==> config.mk <==
export PLATFORM = sky130hd
export DESIGN_NAME = ring_buffer_frame_extractor_unit
export DESIGN_NICKNAME = d
export VERILOG_FILES = /design/src/hw/rtl/rbfe_pkg.sv /design/src/hw/rtl/ring_buffer_frame_extractor_unit.sv /design/src/hw/rtl/rbfe_front.sv /design/src/hw/rtl/rbfe_cmd_queue.sv /design/src/hw/rtl/rbfe_back.sv
export SDC_FILE = /design/constraint.sdc
export NUM_CORES = 2
export LEC_CHECK = 0
export BUFFER_PORTS_ARGS = -buffer_cell sky130_fd_sc_hd__buf_2
export CORE_ASPECT_RATIO = 1.1
export CORE_MARGIN = 2
export CORE_UTILIZATION = 40
export CTS_BUF_LIST = sky130_fd_sc_hd__clkbuf_8
export DETAILED_ROUTE_END_ITERATION = 16
export GPL_ROUTABILITY_DRIVEN = 0
export GPL_TIMING_DRIVEN = 1
export PLACE_DENSITY = 0.63
export REMOVE_ABC_BUFFERS = 1
export SYNTH_ARGS = -nofsm -noshare
export SYNTH_HDL_FRONTEND = slang
export SYNTH_SLANG_ARGS = --single-unit
==> constraint.sdc <==
create_clock -name clk -period 4.7 [get_ports clk]
set_input_delay 1.41 -clock clk [delete_from_list [all_inputs] [get_ports clk]]
set_output_delay 1.41 -clock clk [all_outputs]
set_load 0.03 [all_outputs]
==> src/hw/rtl/rbfe_pkg.sv <==
// Shared types and constants of the ring buffer frame extractor.
// Used by every module of the block; depends on nothing.
`timescale 1ns / 1ps

package rbfe_pkg;

	localparam int DEPTH_DEF      = 128;
	localparam int MAX_HEADER_DEF = 4;
	localparam int MAX_WORDS_DEF  = 16;
	localparam int CMDQ_DEPTH     = 4;
	localparam int OUT_TDATA_W    = 40;
	localparam int CFG_INDEX_W    = 3;

	localparam logic [1:0] OP_PUSH    = 2'd0;
	localparam logic [1:0] OP_POP     = 2'd1;
	localparam logic [1:0] OP_EXTRACT = 2'd2;
	localparam logic [1:0] OP_RSVD    = 2'd3;

	localparam logic [1:0] ST_BYTE  = 2'd0;
	localparam logic [1:0] ST_EMPTY = 2'd1;
	localparam logic [1:0] ST_WORD  = 2'd2;
	localparam logic [1:0] ST_NOHDR = 2'd3;

	localparam logic [1:0] WS_8    = 2'd0;
	localparam logic [1:0] WS_16   = 2'd1;
	localparam logic [1:0] WS_32   = 2'd2;
	localparam logic [1:0] WS_RSVD = 2'd3;

	localparam logic [CFG_INDEX_W-1:0] REG_HEADER_BYTES  = 3'd0;
	localparam logic [CFG_INDEX_W-1:0] REG_HEADER_LENGTH = 3'd1;
	localparam logic [CFG_INDEX_W-1:0] REG_WORD_COUNT    = 3'd2;
	localparam logic [CFG_INDEX_W-1:0] REG_WORD_SIZE     = 3'd3;
	localparam logic [CFG_INDEX_W-1:0] REG_BIG_ENDIAN    = 3'd4;

	typedef struct packed {
		logic [1:0] op;
		logic [7:0] data;
	} cmd_t;

	typedef struct packed {
		logic [31:0] header_bytes;
		logic [2:0]  header_length;
		logic [4:0]  word_count;
		logic [1:0]  word_size;
		logic        big_endian;
	} cfg_t;

endpackage

==> src/hw/rtl/ring_buffer_frame_extractor_unit.sv <==
// Top level of the ring buffer frame extractor: configuration registers,
// front end, command queue and execution engine. Depends on rbfe_pkg.
//
//   Channel  Dir  Handshake             Payload
//   s_*      in   s_tvalid / s_tready   tdata: byte_in; tuser: opcode
//   m_*      out  m_tvalid / m_tready   tdata: value, not_empty; tuser: status; tlast
//   cfg_*    in   cfg_valid / cfg_ready cfg_index, cfg_data
//
// A push is done in the idle state and a pop goes through the pop state. An extract
// scans for the header, then assembles the data bytes, each byte read through the
// registered read port of the store; a reserved word size gives a no-header result.
// A stalled result beat holds the engine. Reset clears all control state; the store
// itself is not cleared. Commands wait in the front register and a four-entry queue,
// so up to five beats are taken while the engine works or the output stalls.
`timescale 1ns / 1ps

module ring_buffer_frame_extractor_unit
	import rbfe_pkg::*;
#(
	parameter int DEPTH      = DEPTH_DEF,
	parameter int MAX_HEADER = MAX_HEADER_DEF,
	parameter int MAX_WORDS  = MAX_WORDS_DEF
) (
	input  logic                   clk,
	input  logic                   arst_n,
	input  logic                   s_tvalid,
	output logic                   s_tready,
	input  logic [7:0]             s_tdata,   // byte_in
	input  logic [1:0]             s_tuser,   // opcode
	output logic                   m_tvalid,
	input  logic                   m_tready,
	output logic [OUT_TDATA_W-1:0] m_tdata,   // value[31:0], not_empty, zero fill
	output logic [1:0]             m_tuser,   // status
	output logic                   m_tlast,
	input  logic                   cfg_valid,
	output logic                   cfg_ready,
	input  logic [CFG_INDEX_W-1:0] cfg_index,
	input  logic [31:0]            cfg_data
);

	cfg_t cfg_q;
	logic front_valid;
	logic front_ready;
	cmd_t front_cmd;
	logic eng_valid;
	logic eng_ready;
	cmd_t eng_cmd;

	assign cfg_ready = 1'b1;

	always_ff @(posedge clk or negedge arst_n) begin
		if (!arst_n) begin
			cfg_q.header_bytes  <= '0;
			cfg_q.header_length <= 3'd1;
			cfg_q.word_count    <= 5'd1;
			cfg_q.word_size     <= WS_8;
			cfg_q.big_endian    <= 1'b1;
		end else if (cfg_valid && cfg_ready) begin
			case (cfg_index)
				REG_HEADER_BYTES:  cfg_q.header_bytes  <= cfg_data;
				REG_HEADER_LENGTH: cfg_q.header_length <= cfg_data[2:0];
				REG_WORD_COUNT:    cfg_q.word_count    <= cfg_data[4:0];
				REG_WORD_SIZE:     cfg_q.word_size     <= cfg_data[1:0];
				REG_BIG_ENDIAN:    cfg_q.big_endian    <= cfg_data[0];
				default:           cfg_q               <= cfg_q;
			endcase
		end
	end

	rbfe_front u_front (
		.clk      (clk),
		.arst_n   (arst_n),
		.s_tvalid (s_tvalid),
		.s_tready (s_tready),
		.s_tdata  (s_tdata),
		.s_tuser  (s_tuser),
		.q_valid  (front_valid),
		.q_ready  (front_ready),
		.q_cmd    (front_cmd)
	);

	rbfe_cmd_queue u_queue (
		.clk       (clk),
		.arst_n    (arst_n),
		.in_valid  (front_valid),
		.in_ready  (front_ready),
		.in_cmd    (front_cmd),
		.out_valid (eng_valid),
		.out_ready (eng_ready),
		.out_cmd   (eng_cmd)
	);

	rbfe_back #(
		.DEPTH      (DEPTH),
		.MAX_HEADER (MAX_HEADER),
		.MAX_WORDS  (MAX_WORDS)
	) u_back (
		.clk       (clk),
		.arst_n    (arst_n),
		.cmd_valid (eng_valid),
		.cmd_ready (eng_ready),
		.cmd       (eng_cmd),
		.cfg       (cfg_q),
		.m_tvalid  (m_tvalid),
		.m_tready  (m_tready),
		.m_tdata   (m_tdata),
		.m_tuser   (m_tuser),
		.m_tlast   (m_tlast)
	);

endmodule

==> src/hw/rtl/rbfe_front.sv <==
// Front end: accepts command beats, drops reserved opcodes and stages
// the rest for the command queue. Depends on rbfe_pkg.
`timescale 1ns / 1ps

module rbfe_front
	import rbfe_pkg::*;
(
	input  logic       clk,
	input  logic       arst_n,
	input  logic       s_tvalid,
	output logic       s_tready,
	input  logic [7:0] s_tdata,   // byte_in
	input  logic [1:0] s_tuser,   // opcode
	output logic       q_valid,
	input  logic       q_ready,
	output cmd_t       q_cmd
);

	logic valid_s1;
	cmd_t cmd_s1;

	assign s_tready = !valid_s1 || q_ready;
	assign q_valid  = valid_s1;
	assign q_cmd    = cmd_s1;

	always_ff @(posedge clk or negedge arst_n) begin
		if (!arst_n) begin
			valid_s1 <= 1'b0;
		end else if (s_tvalid && s_tready) begin
			valid_s1 <= (s_tuser != OP_RSVD);
		end else if (q_ready) begin
			valid_s1 <= 1'b0;
		end
	end

	always_ff @(posedge clk) begin
		if (s_tvalid && s_tready) begin
			cmd_s1.op   <= s_tuser;
			cmd_s1.data <= s_tdata;
		end
	end

endmodule

==> src/hw/rtl/rbfe_cmd_queue.sv <==
// Short command queue between the front end and the execution engine.
// Depends on rbfe_pkg for the command type and depth.
`timescale 1ns / 1ps

module rbfe_cmd_queue
	import rbfe_pkg::*;
(
	input  logic clk,
	input  logic arst_n,
	input  logic in_valid,
	output logic in_ready,
	input  cmd_t in_cmd,
	output logic out_valid,
	input  logic out_ready,
	output cmd_t out_cmd
);

	localparam int PW = $clog2(CMDQ_DEPTH);

	cmd_t        slot_q [CMDQ_DEPTH];
	logic [PW:0] wr_ptr_q;
	logic [PW:0] rd_ptr_q;

	assign out_valid = (wr_ptr_q != rd_ptr_q);
	assign in_ready  = (wr_ptr_q[PW-1:0] != rd_ptr_q[PW-1:0]) || (wr_ptr_q[PW] == rd_ptr_q[PW]);
	assign out_cmd   = slot_q[rd_ptr_q[PW-1:0]];

	always_ff @(posedge clk or negedge arst_n) begin
		if (!arst_n) begin
			wr_ptr_q <= '0;
			rd_ptr_q <= '0;
		end else begin
			if (in_valid && in_ready) begin
				wr_ptr_q <= wr_ptr_q + 1'b1;
			end
			if (out_valid && out_ready) begin
				rd_ptr_q <= rd_ptr_q + 1'b1;
			end
		end
	end

	always_ff @(posedge clk) begin
		if (in_valid && in_ready) begin
			slot_q[wr_ptr_q[PW-1:0]] <= in_cmd;
		end
	end

endmodule

==> src/hw/rtl/rbfe_back.sv <==
// Execution engine: byte store, ring indices, header scan, word assembly
// and the result register. Depends on rbfe_pkg.
`timescale 1ns / 1ps

module rbfe_back
	import rbfe_pkg::*;
#(
	parameter int DEPTH      = DEPTH_DEF,
	parameter int MAX_HEADER = MAX_HEADER_DEF,
	parameter int MAX_WORDS  = MAX_WORDS_DEF
) (
	input  logic                   clk,
	input  logic                   arst_n,
	input  logic                   cmd_valid,
	output logic                   cmd_ready,
	input  cmd_t                   cmd,
	input  cfg_t                   cfg,
	output logic                   m_tvalid,
	input  logic                   m_tready,
	output logic [OUT_TDATA_W-1:0] m_tdata,
	output logic [1:0]             m_tuser,
	output logic                   m_tlast
);

	localparam int IW  = $clog2(DEPTH);
	localparam int OW  = $clog2(DEPTH + 1);
	localparam int HW  = $clog2(MAX_HEADER + 1);
	localparam int WW  = $clog2(MAX_WORDS + 1);
	localparam int WIN = 8 * MAX_HEADER;
	localparam int TW  = WW + 2;
	localparam int CW  = (OW > TW) ? OW : TW;

	localparam logic [2:0] S_IDLE    = 3'd0;
	localparam logic [2:0] S_POP     = 3'd1;
	localparam logic [2:0] S_SCAN    = 3'd2;
	localparam logic [2:0] S_SCAN_RD = 3'd3;
	localparam logic [2:0] S_DATA    = 3'd4;
	localparam logic [2:0] S_DATA_RD = 3'd5;
	localparam logic [2:0] S_EMIT    = 3'd6;
	localparam logic [2:0] S_FAIL    = 3'd7;

	logic [7:0]     mem [DEPTH];
	logic [7:0]     mem_q;
	logic [2:0]     state_q;
	logic [IW-1:0]  wr_q;
	logic [IW-1:0]  rd_q;
	logic [OW-1:0]  occ_q;
	logic [HW-1:0]  len_q;
	logic [WW-1:0]  words_q;
	logic [1:0]     ws_q;
	logic           be_q;
	logic [WIN-1:0] expect_q;
	logic [WIN-1:0] mask_q;
	logic [WIN-1:0] win_q;
	logic [HW-1:0]  seen_q;
	logic [OW-1:0]  scan_q;
	logic [1:0]     j_q;
	logic [WW-1:0]  k_q;
	logic [31:0]    word_q;
	logic           ne_q;
	logic           out_valid_q;
	logic [31:0]    out_value_q;
	logic [1:0]     out_status_q;
	logic           out_last_q;
	logic           out_ne_q;

	logic           can_emit;
	logic           emit;
	logic           push_we;
	logic           has_byte;
	logic [7:0]     byte_rd;
	logic [IW-1:0]  rd_inc;
	logic [IW-1:0]  wr_inc;
	logic [OW-1:0]  occ_dec;
	logic [HW-1:0]  len_c;
	logic [WW-1:0]  words_c;
	logic [WIN-1:0] expect_c;
	logic [WIN-1:0] mask_c;
	logic [WIN-1:0] win_n;
	logic [HW-1:0]  seen_n;
	logic [OW-1:0]  scan_n;
	logic           found;
	logic           ne_final;
	logic [31:0]    word_n;
	logic [1:0]     j_last;
	logic           word_last;

	assign cmd_ready = (state_q == S_IDLE);
	assign can_emit  = !out_valid_q || m_tready;
	assign emit      = can_emit && (state_q == S_POP || state_q == S_EMIT
		|| state_q == S_FAIL);
	assign push_we   = (state_q == S_IDLE) && cmd_valid && (cmd.op == OP_PUSH);
	assign has_byte  = (occ_q != '0);
	assign byte_rd   = has_byte ? mem_q : 8'd0;
	assign rd_inc    = (rd_q == IW'(DEPTH - 1)) ? '0 : rd_q + 1'b1;
	assign wr_inc    = (wr_q == IW'(DEPTH - 1)) ? '0 : wr_q + 1'b1;
	assign occ_dec   = has_byte ? occ_q - 1'b1 : occ_q;

	assign m_tvalid = out_valid_q;
	assign m_tdata  = {{(OUT_TDATA_W - 33){1'b0}}, out_ne_q, out_value_q};
	assign m_tuser  = out_status_q;
	assign m_tlast  = out_last_q;

	always_comb begin
		int kk;
		kk = 0;
		if (cfg.header_length == '0) begin
			len_c = HW'(1);
		end else if (int'(cfg.header_length) > MAX_HEADER) begin
			len_c = HW'(MAX_HEADER);
		end else begin
			len_c = HW'(cfg.header_length);
		end
		if (cfg.word_count == '0) begin
			words_c = WW'(1);
		end else if (int'(cfg.word_count) > MAX_WORDS) begin
			words_c = WW'(MAX_WORDS);
		end else begin
			words_c = WW'(cfg.word_count);
		end
		expect_c = '0;
		mask_c   = '0;
		for (int i = 0; i < MAX_HEADER; i++) begin
			if (i < int'(len_c)) begin
				kk = int'(len_c) - 1 - i;
				expect_c[8*i +: 8] = (kk < 4) ? 8'(cfg.header_bytes >> (8 * kk)) : 8'd0;
				mask_c[8*i +: 8]   = 8'hFF;
			end
		end
	end

	always_comb begin
		win_n    = WIN'({win_q, byte_rd});
		seen_n   = (seen_q < len_q) ? seen_q + 1'b1 : seen_q;
		scan_n   = scan_q + 1'b1;
		found    = (seen_n >= len_q) && ((win_n & mask_q) == expect_q);
		ne_final = CW'(occ_dec) > (CW'(words_q) << ws_q);
		if (be_q) begin
			word_n = {word_q[23:0], byte_rd};
		end else begin
			word_n = word_q | (32'(byte_rd) << (5'd8 * j_q));
		end
		case (ws_q)
			WS_8:    j_last = 2'd0;
			WS_16:   j_last = 2'd1;
			default: j_last = 2'd3;
		endcase
		word_last = (WW'(k_q + 1'b1) == words_q);
	end

	always_ff @(posedge clk) begin
		if (push_we) begin
			mem[wr_q] <= cmd.data;
		end
		mem_q <= mem[rd_q];
	end

	always_ff @(posedge clk or negedge arst_n) begin
		if (!arst_n) begin
			state_q     <= S_IDLE;
			wr_q        <= '0;
			rd_q        <= '0;
			occ_q       <= '0;
			out_valid_q <= 1'b0;
		end else begin
			if (emit) begin
				out_valid_q <= 1'b1;
			end else if (out_valid_q && m_tready) begin
				out_valid_q <= 1'b0;
			end
			case (state_q)
				S_IDLE: begin
					if (cmd_valid) begin
						case (cmd.op)
							OP_PUSH: begin
								wr_q <= wr_inc;
								if (occ_q == OW'(DEPTH)) begin
									rd_q <= wr_inc;
								end else begin
									occ_q <= occ_q + 1'b1;
								end
							end
							OP_POP: begin
								state_q <= S_POP;
							end
							OP_EXTRACT: begin
								state_q <= (cfg.word_size == WS_RSVD) ? S_FAIL : S_SCAN;
							end
							default: begin
								state_q <= S_IDLE;
							end
						endcase
					end
				end
				S_POP: begin
					if (can_emit) begin
						rd_q        <= has_byte ? rd_inc : rd_q;
						occ_q       <= occ_dec;
						state_q     <= S_IDLE;
					end
				end
				S_SCAN: begin
					rd_q  <= has_byte ? rd_inc : rd_q;
					occ_q <= occ_dec;
					if (found) begin
						state_q <= S_DATA_RD;
					end else if (scan_n == OW'(DEPTH)) begin
						state_q <= S_FAIL;
					end else begin
						state_q <= S_SCAN_RD;
					end
				end
				S_SCAN_RD: begin
					state_q <= S_SCAN;
				end
				S_DATA: begin
					rd_q    <= has_byte ? rd_inc : rd_q;
					occ_q   <= occ_dec;
					state_q <= (j_q == j_last) ? S_EMIT : S_DATA_RD;
				end
				S_DATA_RD: begin
					state_q <= S_DATA;
				end
				S_EMIT: begin
					if (can_emit) begin
						state_q     <= word_last ? S_IDLE : S_DATA;
					end
				end
				S_FAIL: begin
					if (can_emit) begin
						state_q     <= S_IDLE;
					end
				end
				default: begin
					state_q <= S_IDLE;
				end
			endcase
		end
	end

	always_ff @(posedge clk) begin
		case (state_q)
			S_IDLE: begin
				len_q    <= len_c;
				words_q  <= words_c;
				ws_q     <= cfg.word_size;
				be_q     <= cfg.big_endian;
				expect_q <= expect_c;
				mask_q   <= mask_c;
				win_q    <= '0;
				seen_q   <= '0;
				scan_q   <= '0;
			end
			S_POP: begin
				if (can_emit) begin
					out_value_q  <= 32'(byte_rd);
					out_status_q <= has_byte ? ST_BYTE : ST_EMPTY;
					out_last_q   <= 1'b1;
					out_ne_q     <= (occ_dec != '0);
				end
			end
			S_SCAN: begin
				win_q  <= win_n;
				seen_q <= seen_n;
				scan_q <= scan_n;
				ne_q   <= ne_final;
				j_q    <= '0;
				k_q    <= '0;
				word_q <= '0;
			end
			S_DATA: begin
				word_q <= word_n;
				j_q    <= j_q + 1'b1;
			end
			S_EMIT: begin
				if (can_emit) begin
					out_value_q  <= word_q;
					out_status_q <= ST_WORD;
					out_last_q   <= word_last;
					out_ne_q     <= ne_q;
					k_q          <= k_q + 1'b1;
					j_q          <= '0;
					word_q       <= '0;
				end
			end
			S_FAIL: begin
				if (can_emit) begin
					out_value_q  <= '0;
					out_status_q <= ST_NOHDR;
					out_last_q   <= 1'b1;
					out_ne_q     <= has_byte;
				end
			end
			default: begin
				win_q <= win_q;
			end
		endcase
	end

	a_occ_bound: assert property (@(posedge clk) disable iff (!arst_n)
		int'(occ_q) <= DEPTH)
		else $error("occupancy exceeds the store depth");

	a_empty_aligned: assert property (@(posedge clk) disable iff (!arst_n)
		(occ_q == '0 || occ_q == OW'(DEPTH)) |-> (rd_q == wr_q))
		else $error("ring indices disagree with occupancy");

	a_empty_read: assert property (@(posedge clk) disable iff (!arst_n)
		(out_valid_q && out_status_q == ST_EMPTY) |-> (out_value_q == '0 && !out_ne_q))
		else $error("read of empty store returned data");

	a_fail_last: assert property (@(posedge clk) disable iff (!arst_n)
		(out_valid_q && (out_status_q == ST_NOHDR || out_status_q == ST_BYTE
			|| out_status_q == ST_EMPTY)) |-> out_last_q)
		else $error("single-result beat not marked last");

	a_busy_no_cmd: assert property (@(posedge clk) disable iff (!arst_n)
		(state_q != S_IDLE) |-> !cmd_ready)
		else $error("engine took a command while busy");

endmodule
==> summary.md <==
| Metric | Value |
|---|---|
| Post-cts resize count | 0 |
| Die Y | about 400 um |
| Final Hold Fails | 0 |
| GRT Total Usage | between 10% and 20% |
| Vias in the first global route | around 29000 |
| CTS tree | built |
| Remaining Overflow, GRT | 0 |
| Actual slew at the worst max-slew pin | roughly 1200 ps |
| Crit end category | output pin |
| R2R depth | 7 |
| Synth Register Bits | approximately 1300 |
| HP Class | register to register |
| CTS H-tree lvls | 4 |
| Fmax achieved | 254 MHz |
| CTS Buffer Depth | 3 |
| Post-Syn Area | between 50000 and 60000 sq um |
| Register area share after synthesis | about 72% |
| Clk_skew | between 40 and 50 ps |
| Mapped Cells | ~3100 |
| Post-synth EDFFs | roughly 1200 |
| DRT Wirelength | between 100 and 150 mm |
| Flop2flop setup slack | around 820 ps |
| LEAKAGE | 20.3 nW |
| Worst-path fanout max | 13 |
| Clk root buf | clkbuf_8 |
| Tcrit/Tclk final | a little over four fifths |
| CP cell instances | xnor2_1, nand2_1, nor2_1, nand2_1, buf_2 |
| FFs w/ async S/R, synth | under 10% |
| CTS sink count | roughly 1300 |
| WP data arrival | approximately 2500 ps |
| Fill count | roughly 11000 |
| Synthesized area per cell | approximately 17 sq um |
| Critical path's most frequent cell | nand2_1 |
| Clk Latency, worst-skew pair | between 900 and 1000 ps |
| Yosys cell types | between 70 and 80 |
| Hold slack | between 400 and 500 ps |
| Vias/cell | roughly 5.6 |
| RR Endpoint | u_back.mem[15][6]$_DFFE_PP_ |
| Largest net degree at the start of global routing | 84 |
| 1st-pass router iterations | 6 |
| Setup TNS | 0 ps |
| Critical path class | register to output pin |
| Ys flop type | edfxtp_1 |
| Clock transition at path regs | 60 ps |
| Die area | 138000 sq um |
| DRC | 0 |
| Area Growth Syn to Fin | 12.2% |
| Die Width | between 300 and 400 um |
| Row cnt | 141 |
| Non-Filler Instances | approximately 5300 |
| Initial Utilization | between 40% and 50% |
| IO Pins | 96 |
| Ys Warns | 0 |
| Post-layout min period | between 3000 and 4000 ps |
| Placed cells | slightly below 5000 |
| Setup violators final | 0 |
| Post-CTS setup buffers | 0 |
| 1st-iter DRT viols | 3636 |
| Wire per inst | 25.8 um |
| Max_cap viols | 0 |
| Worst path slowest cell | dfrtp_1 |
| Placed wire-length estimate | 86.5 mm |
| Worst setup startpoint | u_queue.rd_ptr_q[1]$_DFFE_PN0P_ |
| Port bufs | 87 |
| Ratio of cells with drive above 1 in the final layout | ~23% |
| CP Launch Type | register |
| Unrepaired setup endpoints after global routing | no |
| Pwr dens | 395 nW/um^2 |
| DR vias | approximately 30000 |
| Worst EP required | ~3300 ps |
| Setup crit end | s_tready |
| Post-layout util | a little under half |
| Num CTS Buffers | approximately 190 |
| Max Slew Vio Count | 0 |
| Fin nets | between 3000 and 4000 |
| Cts hold-fix bufs | 0 |
| Slew margin rel. | a little over 20% |
| First-pass GRT wire length | about 200 mm |
| Status | finished, final reports clean |
| Core area | around 130000 sq um |
| Antenna viol nets, final | 0 |
| R2R Path Start | u_queue.rd_ptr_q[1]$_DFFE_PN0P_ |
| Initial antenna violation count | 3 |
| Worst ir drop on vdd | roughly 270 uV |
| Peak per-stage delay on the critical path | between 700 and 800 ps |
[cell usage after synthesis (30+ instances only)]
cell type	number	area share, %
a211oi_1	36	0.50
a21oi_1	83	0.77
a22oi_1	55	0.76
and2_1	44	0.51
and3_1	30	0.35
buf_2	35	0.32
clkbuf_1	101	0.70
dfrtp_1	73	3.4
edfxtp_1	1231	68
ha_1	39	0.90
inv_1	37	0.26
mux2_2	59	1.2
mux2i_1	65	1.2
mux4_2	253	11
nand2_1	131	0.91
nand3_1	51	0.47
nor2_1	274	1.9
nor3_1	68	0.63
o21ai_0	79	0.73
xnor2_1	33	0.53
[routing by layer]
layer  vias to the layer above  global-route usage, %  share of wire (%)
met1                     15300                   26.8                 41
met5                         -                      0               0.15
met2                      1345                   31.0                 48
met3                       259                   4.06                7.5
li1                      12900                      -                  -
met4                         2                   7.50                3.6
[where the power goes]
group          switching (W)  total (W)  internal (W)
combinational       0.000946    0.00132      0.000378
sequential          0.000154     0.0135        0.0133
clock                0.00446    0.00920       0.00473
[how the worst min path moves through the flow]
stage                                               start                              end  slack [ps]  cells past startpoint
after CTS                 u_queue.wr_ptr_q[2]$_DFFE_PN0P_  u_queue.wr_ptr_q[2]$_DFFE_PN0P_         490                      1
after floorplan                u_front.q_cmd[0]$_DFFE_PP_   u_queue.slot_q[0][0]$_DFFE_PP_         460                      0
after global routing      u_queue.wr_ptr_q[2]$_DFFE_PN0P_  u_queue.wr_ptr_q[2]$_DFFE_PN0P_         520                      1
after global placement    u_queue.rd_ptr_q[2]$_DFFE_PN0P_  u_queue.rd_ptr_q[2]$_DFFE_PN0P_         480                      1
final                     u_queue.wr_ptr_q[2]$_DFFE_PN0P_  u_queue.wr_ptr_q[2]$_DFFE_PN0P_         490                      1
after detailed placement  u_queue.wr_ptr_q[2]$_DFFE_PN0P_  u_queue.wr_ptr_q[2]$_DFFE_PN0P_         480                      1
[cells in the final DEF (no fill, tap or decap), types with 9 or more instances in the layout]
| cell | synthesis | routed |
|---|---|---|
| a31oi_1 | 17 | 17 |
| o21ai_0 | 79 | 79 |
| a22oi_1 | 55 | 55 |
| inv_1 | 37 | 77 |
| nor2b_1 | 26 | 25 |
| a32oi_1 | 9 | 9 |
| nor4_1 | 14 | 13 |
| nand2_1 | 131 | 130 |
| o22ai_1 | 10 | 10 |
| dfrtp_1 | 73 | 69 |
| a21oi_1 | 83 | 81 |
| and2_1 | 44 | 44 |
| o21a_1 | 9 | 9 |
| ha_1 | 39 | 39 |
| a211oi_1 | 36 | 36 |
| o31ai_1 | 9 | 9 |
| mux2i_1 | 65 | 65 |
| bufinv_16 | 0 | 12 |
| buf_2 | 35 | 86 |
| clkinv_1 | 0 | 44 |
| nand2b_1 | 15 | 15 |
| nor3b_1 | 16 | 16 |
| nand3_1 | 51 | 51 |
| xor2_1 | 18 | 18 |
| nor3_1 | 68 | 68 |
| edfxtp_1 | 1231 | 1231 |
| clkinv_2 | 0 | 43 |
| mux4_2 | 253 | 245 |
| buf_4 | 28 | 97 |
| mux2_2 | 59 | 59 |
| and3_1 | 30 | 30 |
| xnor2_1 | 33 | 33 |
| nor2_1 | 274 | 271 |
| nand3b_1 | 16 | 16 |
| clkbuf_8 | 0 | 205 |
| o211ai_1 | 9 | 9 |
[registers in the layout, summed over array words and instances (netlist names), 5 cells and up]
signal,cells
u_back.word_q,32
u_back.expect_q,32
u_back.out_value_q,32
u_back.words_q,5
u_back.mem_q,8
u_back.win_q,24
u_front.q_cmd,10
u_back.occ_q,8
u_back.rd_q,7
u_back.mem,1024
u_queue.slot_q,40
u_back.wr_q,7
u_back.k_q,5
cfg_q,43
u_back.scan_q,8
[per-stage QoR]
stage / worst slack [ps] / cell area [sq um] / total power (W)
floorplan: -7390 / 53300 / 0.0144
global placement: 989 / 56900 / 0.0150
detailed placement: 856 / 56900 / 0.0150
CTS: 578 / 60700 / 0.0242
global route: 518 / 60700 / 0.0248
finish: 758 / 60700 / 0.0240
[cell families after synthesis]
kind of cell / after synthesis / share of synthesized area (%)
other: 2 / 0.0139
DFF: 1315 / 72.1
buffers and inverters: 226 / 1.88
adders and majority gates: 39 / 0.902
AOI/OAI and AO/OA: 392 / 4.86
muxes: 377 / 13.0
and+or+nand+nor: 724 / 6.43
xor gates and xnor gates: 51 / 0.825
[worst max-delay path: cells and delay by family (launching register included)]
kind | cells | cell delay [ps]
xor+xnor | 1 | 240
buf+inv | 1 | 200
flops | 1 | 730
simple gates | 3 | 470
[cell type report]
cell class                 count  area [sq um]  area share (%)
multi-input combinational   1591         14200            23.3
clock buffer                 205          2820            4.65
sequential                  1315         39000            64.3
inverter                      37           139           0.229
antenna                        3          7.51          0.0124
tap                         1787          2240            3.68
timing repair buffer         190          1300            2.14
clock inverter               155          1030            1.69
(Power assumes the default switching activity.)
